==> src/hw/rtl/max_priority_queue_unique_keys_defines.svh <==
// ----------------------------------------------------------------------------
// Assertion macros for the max-first priority queue
// Shared concurrent assertion forms used by the queue modules.
// ----------------------------------------------------------------------------
`ifndef MAX_PRIORITY_QUEUE_UNIQUE_KEYS_DEFINES_SVH
`define MAX_PRIORITY_QUEUE_UNIQUE_KEYS_DEFINES_SVH

// Same-cycle implication, disabled during reset
`define MPQ_ASSERT_IMPLY(label, clk, rst, ante, cons, msg) \
   label: assert property (@(posedge clk) disable iff (rst) (ante) |-> (cons)) \
      else $error(msg);

// Next-cycle implication, disabled during reset
`define MPQ_ASSERT_NEXT(label, clk, rst, ante, cons, msg) \
   label: assert property (@(posedge clk) disable iff (rst) (ante) |=> (cons)) \
      else $error(msg);

`endif

==> src/hw/rtl/mpq_pkg.sv <==
// ----------------------------------------------------------------------------
// mpq_pkg
// Constants, codes and types shared by the priority queue cell chain.
// ----------------------------------------------------------------------------
`timescale 1ns / 1ps

package mpq_pkg;

   // Sizing
   localparam int DEPTH       = 16;
   localparam int ITEM_BITS   = 32;
   localparam int CNT_W       = $clog2(DEPTH + 1);

   // Fixed port field widths
   localparam int FUNC_W      = 2;
   localparam int PRI_W       = 16;
   localparam int ITEM_W      = 32;
   localparam int STATUS_W    = 3;
   localparam int COUNT_OUT_W = 5;

   // Request functions
   localparam logic [FUNC_W-1:0] FUNC_PUSH   = 2'd0;
   localparam logic [FUNC_W-1:0] FUNC_POP    = 2'd1;
   localparam logic [FUNC_W-1:0] FUNC_CHANGE = 2'd2;

   // Response status codes
   localparam logic [STATUS_W-1:0] STAT_OK       = 3'd0;
   localparam logic [STATUS_W-1:0] STAT_BAD_PRI  = 3'd1;
   localparam logic [STATUS_W-1:0] STAT_EMPTY    = 3'd2;
   localparam logic [STATUS_W-1:0] STAT_FULL     = 3'd3;
   localparam logic [STATUS_W-1:0] STAT_NOTFOUND = 3'd4;

   // Chain operations broadcast to every cell
   localparam int OP_W = 3;
   localparam logic [OP_W-1:0] OP_HOLD    = 3'd0;
   localparam logic [OP_W-1:0] OP_PUSH    = 3'd1;  // insert in order or overwrite key
   localparam logic [OP_W-1:0] OP_POP     = 3'd2;  // shift whole chain toward head
   localparam logic [OP_W-1:0] OP_KILL    = 3'd3;  // drop entries holding the tag
   localparam logic [OP_W-1:0] OP_COMPACT = 3'd4;  // close holes by one step

   // Contents of one cell
   typedef struct packed {
      logic                    valid;
      logic signed [PRI_W-1:0] pri;
      logic [ITEM_BITS-1:0]    tag;
   } cell_state_type;

   // Broadcast command
   typedef struct packed {
      logic [OP_W-1:0]         op;
      logic signed [PRI_W-1:0] pri;
      logic [ITEM_BITS-1:0]    tag;
   } cell_cmd_type;

   // Per-cell compare results
   typedef struct packed {
      logic gt;     // holds a higher priority than the command
      logic eq;     // holds exactly the command priority
      logic match;  // holds the command tag
   } cell_flags_type;

endpackage

==> src/hw/rtl/mpq_cell.sv <==
// ----------------------------------------------------------------------------
// mpq_cell
// One slot of the sorted chain: holds an entry and moves it to a neighbor.
// ----------------------------------------------------------------------------
`timescale 1ns / 1ps
`include "max_priority_queue_unique_keys_defines.svh"

module mpq_cell (
   input  logic                    clock,
   input  logic                    reset,
   input  mpq_pkg::cell_cmd_type   cmd,
   input  logic                    key_hit,
   input  mpq_pkg::cell_state_type left_state,
   input  logic                    left_gt,
   input  mpq_pkg::cell_state_type right_state,
   output mpq_pkg::cell_state_type state,
   output mpq_pkg::cell_flags_type flags
);
   import mpq_pkg::*;

   logic                    valid_ff;
   logic signed [PRI_W-1:0] pri_ff;
   logic [ITEM_BITS-1:0]    tag_ff;
   cell_state_type          cur;
   cell_state_type          state_in;

   assign cur = '{valid: valid_ff, pri: pri_ff, tag: tag_ff};
   assign state = cur;

   // Local compares against the broadcast command
   assign flags.gt    = valid_ff && (pri_ff > cmd.pri);
   assign flags.eq    = valid_ff && (pri_ff == cmd.pri);
   assign flags.match = valid_ff && (tag_ff == cmd.tag);

   // Next contents
   always_comb begin
      state_in = cur;
      unique case (cmd.op)
         OP_HOLD: begin
            state_in = cur;
         end
         OP_PUSH: begin
            if (key_hit) begin
               // existing key: only its tag changes
               if (flags.eq) begin
                  state_in.tag = cmd.tag;
               end
            end else if (!flags.gt) begin
               // insertion point takes the new entry, cells behind shift down
               if (left_gt) begin
                  state_in = '{valid: 1'b1, pri: cmd.pri, tag: cmd.tag};
               end else begin
                  state_in = left_state;
               end
            end
         end
         OP_POP: begin
            state_in = right_state;
         end
         OP_KILL: begin
            if (flags.match) begin
               state_in.valid = 1'b0;
            end
         end
         OP_COMPACT: begin
            // a hole pulls from the right; an entry behind a hole leaves
            if (!valid_ff) begin
               state_in = right_state;
            end else if (!left_state.valid) begin
               state_in.valid = 1'b0;
            end
         end
         default: begin
            state_in = cur;
         end
      endcase
   end

   always_ff @(posedge clock) begin
      if (reset) begin
         valid_ff <= 1'b0;
      end else begin
         valid_ff <= state_in.valid;
      end
   end

   always_ff @(posedge clock) begin
      pri_ff <= state_in.pri;
      tag_ff <= state_in.tag;
   end

   // Valid entries stay in strictly descending priority order
   `MPQ_ASSERT_IMPLY(a_cell_sorted, clock, reset,
      valid_ff && right_state.valid, pri_ff > right_state.pri,
      "cell order broken")

endmodule

==> src/hw/rtl/max_priority_queue_unique_keys.sv <==
// ----------------------------------------------------------------------------
// max_priority_queue_unique_keys
// Max-first priority queue with unique keys, built as a sorted cell chain.
// ----------------------------------------------------------------------------
// Usage:
//   Requests arrive on req_* (valid/ready): push, pop highest, or change the
//   priority of a tag. Each request returns exactly one response on rsp_*
//   carrying status, popped tag and the entry count after the operation.
//   The chain is kept sorted with the highest priority at cell 0, so pop reads
//   cell 0 and key lookup is a single broadcast compare over all cells.
//   Responses: push, pop and any rejected request are answered from the
//   response register loaded at the accepting edge. A successful change
//   kills the tagged entries, closes the holes in k compaction steps
//   (0 to DEPTH - 1), each moving entries one cell, then pushes and responds.
//   Throughput: one transaction per cycle for push and pop while the
//   receiver keeps rsp_ready high; a change holds req_ready low until done.
//   A new request is taken while a response waits only in the cycle that
//   response is taken.
//   Reset clears all valid bits and the count; the queue starts empty.
//   A stalled receiver holds the response in its register and blocks
//   further requests.
// ----------------------------------------------------------------------------
`timescale 1ns / 1ps
`include "max_priority_queue_unique_keys_defines.svh"

module max_priority_queue_unique_keys (
   input  logic                                  clock,
   input  logic                                  reset,
   input  logic                                  req_valid,
   output logic                                  req_ready,
   input  logic        [mpq_pkg::FUNC_W-1:0]     req_func,
   input  logic signed [mpq_pkg::PRI_W-1:0]      req_priority_req,
   input  logic        [mpq_pkg::ITEM_W-1:0]     req_item,
   output logic                                  rsp_valid,
   input  logic                                  rsp_ready,
   output logic        [mpq_pkg::STATUS_W-1:0]   rsp_status,
   output logic        [mpq_pkg::ITEM_W-1:0]     rsp_item_out,
   output logic        [mpq_pkg::COUNT_OUT_W-1:0] rsp_entry_count
);
   import mpq_pkg::*;

   localparam logic S_IDLE = 1'b0;
   localparam logic S_BUSY = 1'b1;

   logic                    state_ff, state_in;
   logic [CNT_W-1:0]        count_ff, count_in;
   logic signed [PRI_W-1:0] pend_pri_ff;
   logic [ITEM_BITS-1:0]    pend_tag_ff;

   logic                    rsp_valid_ff, rsp_valid_in;
   logic [STATUS_W-1:0]     rsp_status_ff;
   logic [ITEM_W-1:0]       rsp_item_ff;
   logic [COUNT_OUT_W-1:0]  rsp_count_ff;

   cell_cmd_type            cmd;
   cell_state_type          cell_st [DEPTH];
   cell_flags_type          cell_fl [DEPTH];
   cell_state_type          left_st [DEPTH];
   cell_state_type          right_st[DEPTH];
   logic [DEPTH-1:0]        left_gt;

   logic [DEPTH-1:0]        valid_vec, eq_vec, match_vec, last_vec;
   logic [DEPTH-2:0]        hole_vec;
   logic                    key_hit, tag_hit, full, compact_ok;
   logic [CNT_W-1:0]        cnt_calc;
   logic [ITEM_BITS-1:0]    req_tag;
   logic                    pri_ok, accept;

   logic                    res_fire;
   logic [STATUS_W-1:0]     res_status;
   logic [ITEM_W-1:0]       res_item;
   logic [CNT_W-1:0]        res_cnt;

   assign req_tag = ITEM_BITS'(req_item);
   assign pri_ok  = (req_priority_req > 0);
   assign req_ready = (state_ff == S_IDLE) && (!rsp_valid_ff || rsp_ready);
   assign accept  = req_valid && req_ready;

   // Cell chain
   for (genvar i = 0; i < DEPTH; i++) begin : g_cell
      if (i == 0) begin : g_head
         // head boundary: always "higher" and never a hole
         assign left_st[i] = '{valid: 1'b1, pri: '0, tag: '0};
         assign left_gt[i] = 1'b1;
      end else begin : g_body
         assign left_st[i] = cell_st[i-1];
         assign left_gt[i] = cell_fl[i-1].gt;
      end
      if (i == DEPTH - 1) begin : g_tail
         assign right_st[i] = '{valid: 1'b0, pri: '0, tag: '0};
      end else begin : g_mid
         assign right_st[i] = cell_st[i+1];
      end

      mpq_cell u_cell (
         .clock       (clock),
         .reset       (reset),
         .cmd         (cmd),
         .key_hit     (key_hit),
         .left_state  (left_st[i]),
         .left_gt     (left_gt[i]),
         .right_state (right_st[i]),
         .state       (cell_st[i]),
         .flags       (cell_fl[i])
      );

      assign valid_vec[i] = cell_st[i].valid;
      assign eq_vec[i]    = cell_fl[i].eq;
      assign match_vec[i] = cell_fl[i].match;
   end

   // Chain-wide summaries
   assign key_hit = |eq_vec;
   assign tag_hit = |match_vec;
   assign full    = valid_vec[DEPTH-1];
   assign hole_vec   = ~valid_vec[DEPTH-2:0] & valid_vec[DEPTH-1:1];
   assign compact_ok = ~|hole_vec;
   assign last_vec   = valid_vec & ~{1'b0, valid_vec[DEPTH-1:1]};

   // Entry count of a compact chain: position of the last valid cell
   always_comb begin
      cnt_calc = '0;
      for (int i = 0; i < DEPTH; i++) begin
         if (last_vec[i]) begin
            cnt_calc = cnt_calc | CNT_W'(i + 1);
         end
      end
   end

   // Sequencer: broadcast command and response
   always_comb begin
      state_in   = state_ff;
      cmd.op     = OP_HOLD;
      cmd.pri    = (state_ff == S_IDLE) ? req_priority_req : pend_pri_ff;
      cmd.tag    = (state_ff == S_IDLE) ? req_tag : pend_tag_ff;
      res_fire   = 1'b0;
      res_status = STAT_OK;
      res_item   = '0;
      res_cnt    = count_ff;
      unique case (state_ff)
         S_IDLE: begin
            if (accept) begin
               unique case (req_func)
                  FUNC_PUSH: begin
                     res_fire = 1'b1;
                     priority if (!pri_ok) begin
                        res_status = STAT_BAD_PRI;
                     end else if (key_hit) begin
                        cmd.op = OP_PUSH;
                     end else if (full) begin
                        res_status = STAT_FULL;
                     end else begin
                        cmd.op  = OP_PUSH;
                        res_cnt = count_ff + CNT_W'(1);
                     end
                  end
                  FUNC_POP: begin
                     res_fire = 1'b1;
                     if (!valid_vec[0]) begin
                        res_status = STAT_EMPTY;
                     end else begin
                        cmd.op   = OP_POP;
                        res_item = ITEM_W'(cell_st[0].tag);
                        res_cnt  = count_ff - CNT_W'(1);
                     end
                  end
                  FUNC_CHANGE: begin
                     priority if (!pri_ok) begin
                        res_fire   = 1'b1;
                        res_status = STAT_BAD_PRI;
                     end else if (!tag_hit) begin
                        res_fire   = 1'b1;
                        res_status = STAT_NOTFOUND;
                     end else begin
                        cmd.op   = OP_KILL;
                        state_in = S_BUSY;
                     end
                  end
                  default: begin
                     res_fire = 1'b1;
                  end
               endcase
            end
         end
         S_BUSY: begin
            if (compact_ok) begin
               // room is guaranteed: at least one entry was removed
               cmd.op   = OP_PUSH;
               res_fire = 1'b1;
               res_cnt  = key_hit ? cnt_calc : cnt_calc + CNT_W'(1);
               state_in = S_IDLE;
            end else begin
               cmd.op = OP_COMPACT;
            end
         end
         default: begin
            state_in = S_IDLE;
         end
      endcase
   end

   assign count_in     = res_fire ? res_cnt : count_ff;
   assign rsp_valid_in = res_fire ? 1'b1 : (rsp_ready ? 1'b0 : rsp_valid_ff);

   // Control registers
   always_ff @(posedge clock) begin
      if (reset) begin
         state_ff     <= S_IDLE;
         count_ff     <= '0;
         rsp_valid_ff <= 1'b0;
      end else begin
         state_ff     <= state_in;
         count_ff     <= count_in;
         rsp_valid_ff <= rsp_valid_in;
      end
   end

   // Payload registers
   always_ff @(posedge clock) begin
      if (accept) begin
         pend_pri_ff <= req_priority_req;
         pend_tag_ff <= req_tag;
      end
      if (res_fire) begin
         rsp_status_ff <= res_status;
         rsp_item_ff   <= res_item;
         rsp_count_ff  <= COUNT_OUT_W'(res_cnt);
      end
   end

   assign rsp_valid       = rsp_valid_ff;
   assign rsp_status      = rsp_status_ff;
   assign rsp_item_out    = rsp_item_ff;
   assign rsp_entry_count = rsp_count_ff;

   // A new response never lands on one still waiting
   `MPQ_ASSERT_IMPLY(a_rsp_no_overwrite, clock, reset,
      res_fire, !rsp_valid_ff || rsp_ready, "response overwritten")

   // Between operations the chain has no holes
   `MPQ_ASSERT_IMPLY(a_idle_compact, clock, reset,
      state_ff == S_IDLE, compact_ok, "holes left in chain")

   // Tracked count agrees with the chain contents
   `MPQ_ASSERT_IMPLY(a_count_track, clock, reset,
      state_ff == S_IDLE, count_ff == cnt_calc, "entry count mismatch")

   // A successful change enters the compaction phase
   `MPQ_ASSERT_NEXT(a_change_busy, clock, reset,
      accept && (req_func == FUNC_CHANGE) && pri_ok && tag_hit,
      state_ff == S_BUSY, "change did not start")

endmodule
==> config.mk <==
export PLATFORM = sky130hd
export DESIGN_NAME = max_priority_queue_unique_keys
export DESIGN_NICKNAME = d
export VERILOG_FILES = /design/src/hw/rtl/mpq_pkg.sv /design/src/hw/rtl/mpq_cell.sv /design/src/hw/rtl/max_priority_queue_unique_keys.sv
export VERILOG_INCLUDE_DIRS = /design/src /design/src/hw/rtl
export SDC_FILE = /design/constraint.sdc
export NUM_CORES = 2
export LEC_CHECK = 0
export CAP_MARGIN = 20
export CORE_AREA = 10 10 549 282
export CTS_CLUSTER_SIZE = 12
export DETAILED_ROUTE_END_ITERATION = 12
export DIE_AREA = 0 0 559 292
export DONT_BUFFER_PORTS = 1
export PLACE_DENSITY_LB_ADDON = 0.2
export SETUP_SLACK_MARGIN = 0.5
export SYNTH_ARGS = -nofsm -noshare
export SYNTH_HDL_FRONTEND = slang
export SYNTH_SLANG_ARGS = --single-unit
==> constraint.sdc <==
create_clock -name clock -period 12.6 [get_ports clock]
set_input_delay 1.89 -clock clock [delete_from_list [all_inputs] [get_ports clock]]
set_output_delay 1.89 -clock clock [all_outputs]
set_load 0.01 [all_outputs]
==> results.cfg <==
[status]
status = complete, no violations

[critical_path]
endpoint_kind = flop
criticalPathCategory = input port to flop
r2r_slack_ns = 6.05
r2r-start = state_ff$_SDFF_PP0_
required_ns = 12.99
endpoint = g_cell[5].u_cell.tag_ff[6]$_DFFE_PP_
crit_path_start_kind = input port
critPathMaxFanout = 66
arrival_ns = 7.42
crit_start = req_priority_req[13]
regToRegEndpoint = g_cell[5].u_cell.tag_ff[6]$_DFFE_PP_
ff2ff_path_depth = 14

[global_routing]
grt_pass1_wl_um = 343500
grt_pass1_vias = 47244
grt_antenna_before_repair = 7
grt_usage = 0.2807
grt-ovfl-total = 0
grt_max_degree = 270

[clocking]
clk_path_buf_depth = 3
clk_pin_slew_ns = 0.06
cts_tree = yes
cts.sinks = 879
insertion_delay_ns = 0.72
htreeDepth = 3
cts_hold_buf = 0
cts_setup_buffers = 0
root_buffer = clkbuf_16
cts-buffers-inserted = 91
cts.repair.resized = 0

[synth]
synth_top_cell_area_share = 0.4450
synthFlopType = edfxtp_1
synthArstFlopShare = 0
seq_area_frac_synth = 0.4529
yosys_warnings = 0
syn-num-nets = 6474
ys_ff_latch = 879
synth_cell_type_count = 75
synth_most_common_cell = nand2_1
synth.largest_area_cell = edfxtp_1
syn_inst = 6161
synth_edf_count = 856
netlist_top_cells_count = 1,022 x nand2_1, 981 x o21ai_0, 856 x edfxtp_1
avgSynthCellArea_sq_um = 9.376
synth_area_leaders = edfxtp_1 44%, o21ai_0 8.5%, xnor2_1 7.7%, nand2_1 6.6%, ha_1 5.6%
netlist_area_sq_um = 57770

[timing]
slew-limit-headroom = 0.1857
max_clock_freq_mhz = 142.3
fin_tns_setup_ns = 0
drv_slew = 0
fin_skew_ns = 0.02680
rsz0062_at_grt = no
period_minus_slack_ns = 7.025
finalSetupViolCount = 0
period_share = 0.5576
hold_viol = 0
worstMarginPinSlew_ns = 1.221

[job]
max_cap_viol_count = 0

[route]
dr.pass1.iters = 6
drtIter0Drc = 7017
ant_nets = 0
finalWirelength_um = 242100
drc = 0
post_drt_via_cell_ratio = 6.247
wl_per_cell_um = 30.45
dr_total_vias = 49666

[floorplan]
die_width_um = 559
coreArea_sq_um = 145100
rows = 99
pin_count = 96
die_y_um = 292
die_area_sq_um = 163200
initial_utilization = 0.3983

[final_layout]
final_cell_area_sq_um = 63160
final_nets = 6232
drive_gt1_frac = 0.06676
area_growth_syn_to_layout_pct = 9.329

[power_and_ir_drop]
powerDensity_nw_per_um2 = 107.4
p_leak_uw = 0.02054
ir_worst_vdd_mv = 0.07332
p_total_uw = 6784

[placement]
io_buffers = 0
hpwl_um = 176800
dpl_cell_area_sq_um = 60100
place_congestion = 0.9916

[min_path]
hp-class = flop to flop
[critical path, cell delays in order]
cell      delay, ns
mux2_2         0.40
inv_1          0.75
ha_1           0.41
nand4_1        0.22
nor3_1         0.10
nand3_1        0.34
nand4_1        0.16
nor2_1         0.20
nand3_1        0.58
a21oi_4        0.30
buf_4          0.55
a21o_1         0.80
o21bai_4       0.36
buf_12         0.26
[worst min path at each step]
stage / from / endpoint / slack, ns / cells past startpoint
5_1_grt: g_cell[15].u_cell.tag_ff[26]$_SDFFCE_PP0P_ / g_cell[14].u_cell.tag_ff[26]$_DFFE_PP_ / 0.60 / 2
4_1_cts: g_cell[2].u_cell.pri_ff[0]$_DFFE_PP_ / g_cell[1].u_cell.pri_ff[0]$_DFFE_PP_ / 0.57 / 2
3_3_place_gp: g_cell[8].u_cell.pri_ff[0]$_DFFE_PP_ / g_cell[7].u_cell.pri_ff[0]$_DFFE_PP_ / 0.55 / 2
6_report: g_cell[2].u_cell.pri_ff[0]$_DFFE_PP_ / g_cell[1].u_cell.pri_ff[0]$_DFFE_PP_ / 0.57 / 2
3_5_place_dp: g_cell[2].u_cell.pri_ff[0]$_DFFE_PP_ / g_cell[1].u_cell.pri_ff[0]$_DFFE_PP_ / 0.56 / 2
2_1_floorplan: g_cell[11].u_cell.pri_ff[0]$_DFFE_PP_ / g_cell[10].u_cell.pri_ff[0]$_DFFE_PP_ / 0.52 / 2
[final cells by class]
| type | count | area (sq um) |
|---|---|---|
| sequential | 879 | 26170 |
| multi-input combinational | 4747 | 30210 |
| antenna | 5 | 12.51 |
| clock buffer | 123 | 2490 |
| clock inverter | 28 | 301.5 |
| fill | 14061 | 81890 |
| inverter | 67 | 251.5 |
| tap | 1969 | 2464 |
| timing repair buffer | 133 | 1256 |
[cell usage in the layout, fill, tap and decap left out, types with 7 or more instances in the layout]
cell type	Yosys	routed
mux2i_1	321	291
nand2_1	1022	1015
buf_4	26	111
o21a_1	43	43
mux2_2	47	47
nor3_1	70	69
mux2i_4	0	32
o21bai_4	0	8
nand4b_1	7	7
clkinv_1	0	10
nand3_1	61	61
a21o_1	41	41
dfxtp_1	23	22
nor2b_1	34	31
edfxtp_1	856	856
a2111oi_0	10	10
and2_1	43	43
or3_1	13	13
o21ai_0	981	974
xnor2_1	510	510
nor2_1	286	282
o21ai_1	17	19
a211oi_1	53	50
a31oi_1	22	21
ha_1	259	259
inv_1	67	66
nand4_1	135	135
clkbuf_16	0	93
a21oi_1	402	394
buf_12	0	13
nor4_1	227	227
clkbuf_1	321	25
o211ai_1	13	13
[per-stage QoR]
stage	util	instances	setup WS [ns]	hold slack (ns)
3_5_place_dp	0.4144	7782	4.837	0.5586
3_3_place_gp	0.4137	7776	4.544	0.5468
2_1_floorplan	-	6161	4.858	0.5219
4_1_cts	0.4336	7933	5.565	0.5747
6_report	0.4354	7951	5.575	0.5695
5_1_grt	0.4353	7946	5.396	0.5984
[kinds of logic (layout without fill, tap and decap cells)]
group / Yosys count / count (layout) / synth area share
and+or+nand+nor: 1946 / 1946 / 0.1529
AOI/OAI and AO/OA: 1654 / 1654 / 0.1551
DFF: 879 / 879 / 0.4529
buffers and inverters: 535 / 351 / 0.03862
xor gates and xnor gates: 513 / 513 / 0.07778
muxes: 375 / 375 / 0.06656
adders and majority gates: 259 / 259 / 0.05610
other: 0 / 5 / 0
[routing by layer]
| layer | vias to the layer above | part of all wire | GRT usage |
|---|---|---|---|
| li1 | 21998 | - | - |
| met1 | 24602 | 0.43 | 0.3929 |
| met2 | 2644 | 0.44 | 0.4399 |
| met3 | 414 | 0.097 | 0.05798 |
| met4 | 8 | 0.030 | 0.07724 |
| met5 | - | 0.00022 | 0 |
[state kept, by name, indices dropped and copies added (netlist names)]
name                    count
pend_tag_ff                32
g_cell.u_cell.tag_ff      512
state_ff                    1
rsp_item_out               32
g_cell.u_cell.valid_ff     16
count_ff                    5
rsp_valid                   1
rsp_entry_count             5
pend_pri_ff                16
g_cell.u_cell.pri_ff      256
rsp_status                  3
[where the power goes]
part | internal (uW) | switching (uW)
logic | 216 | 464
registers | 3270 | 82.5
clock network | 1480 | 1270
No activity file was read; power rests on OpenSTA's default activity.
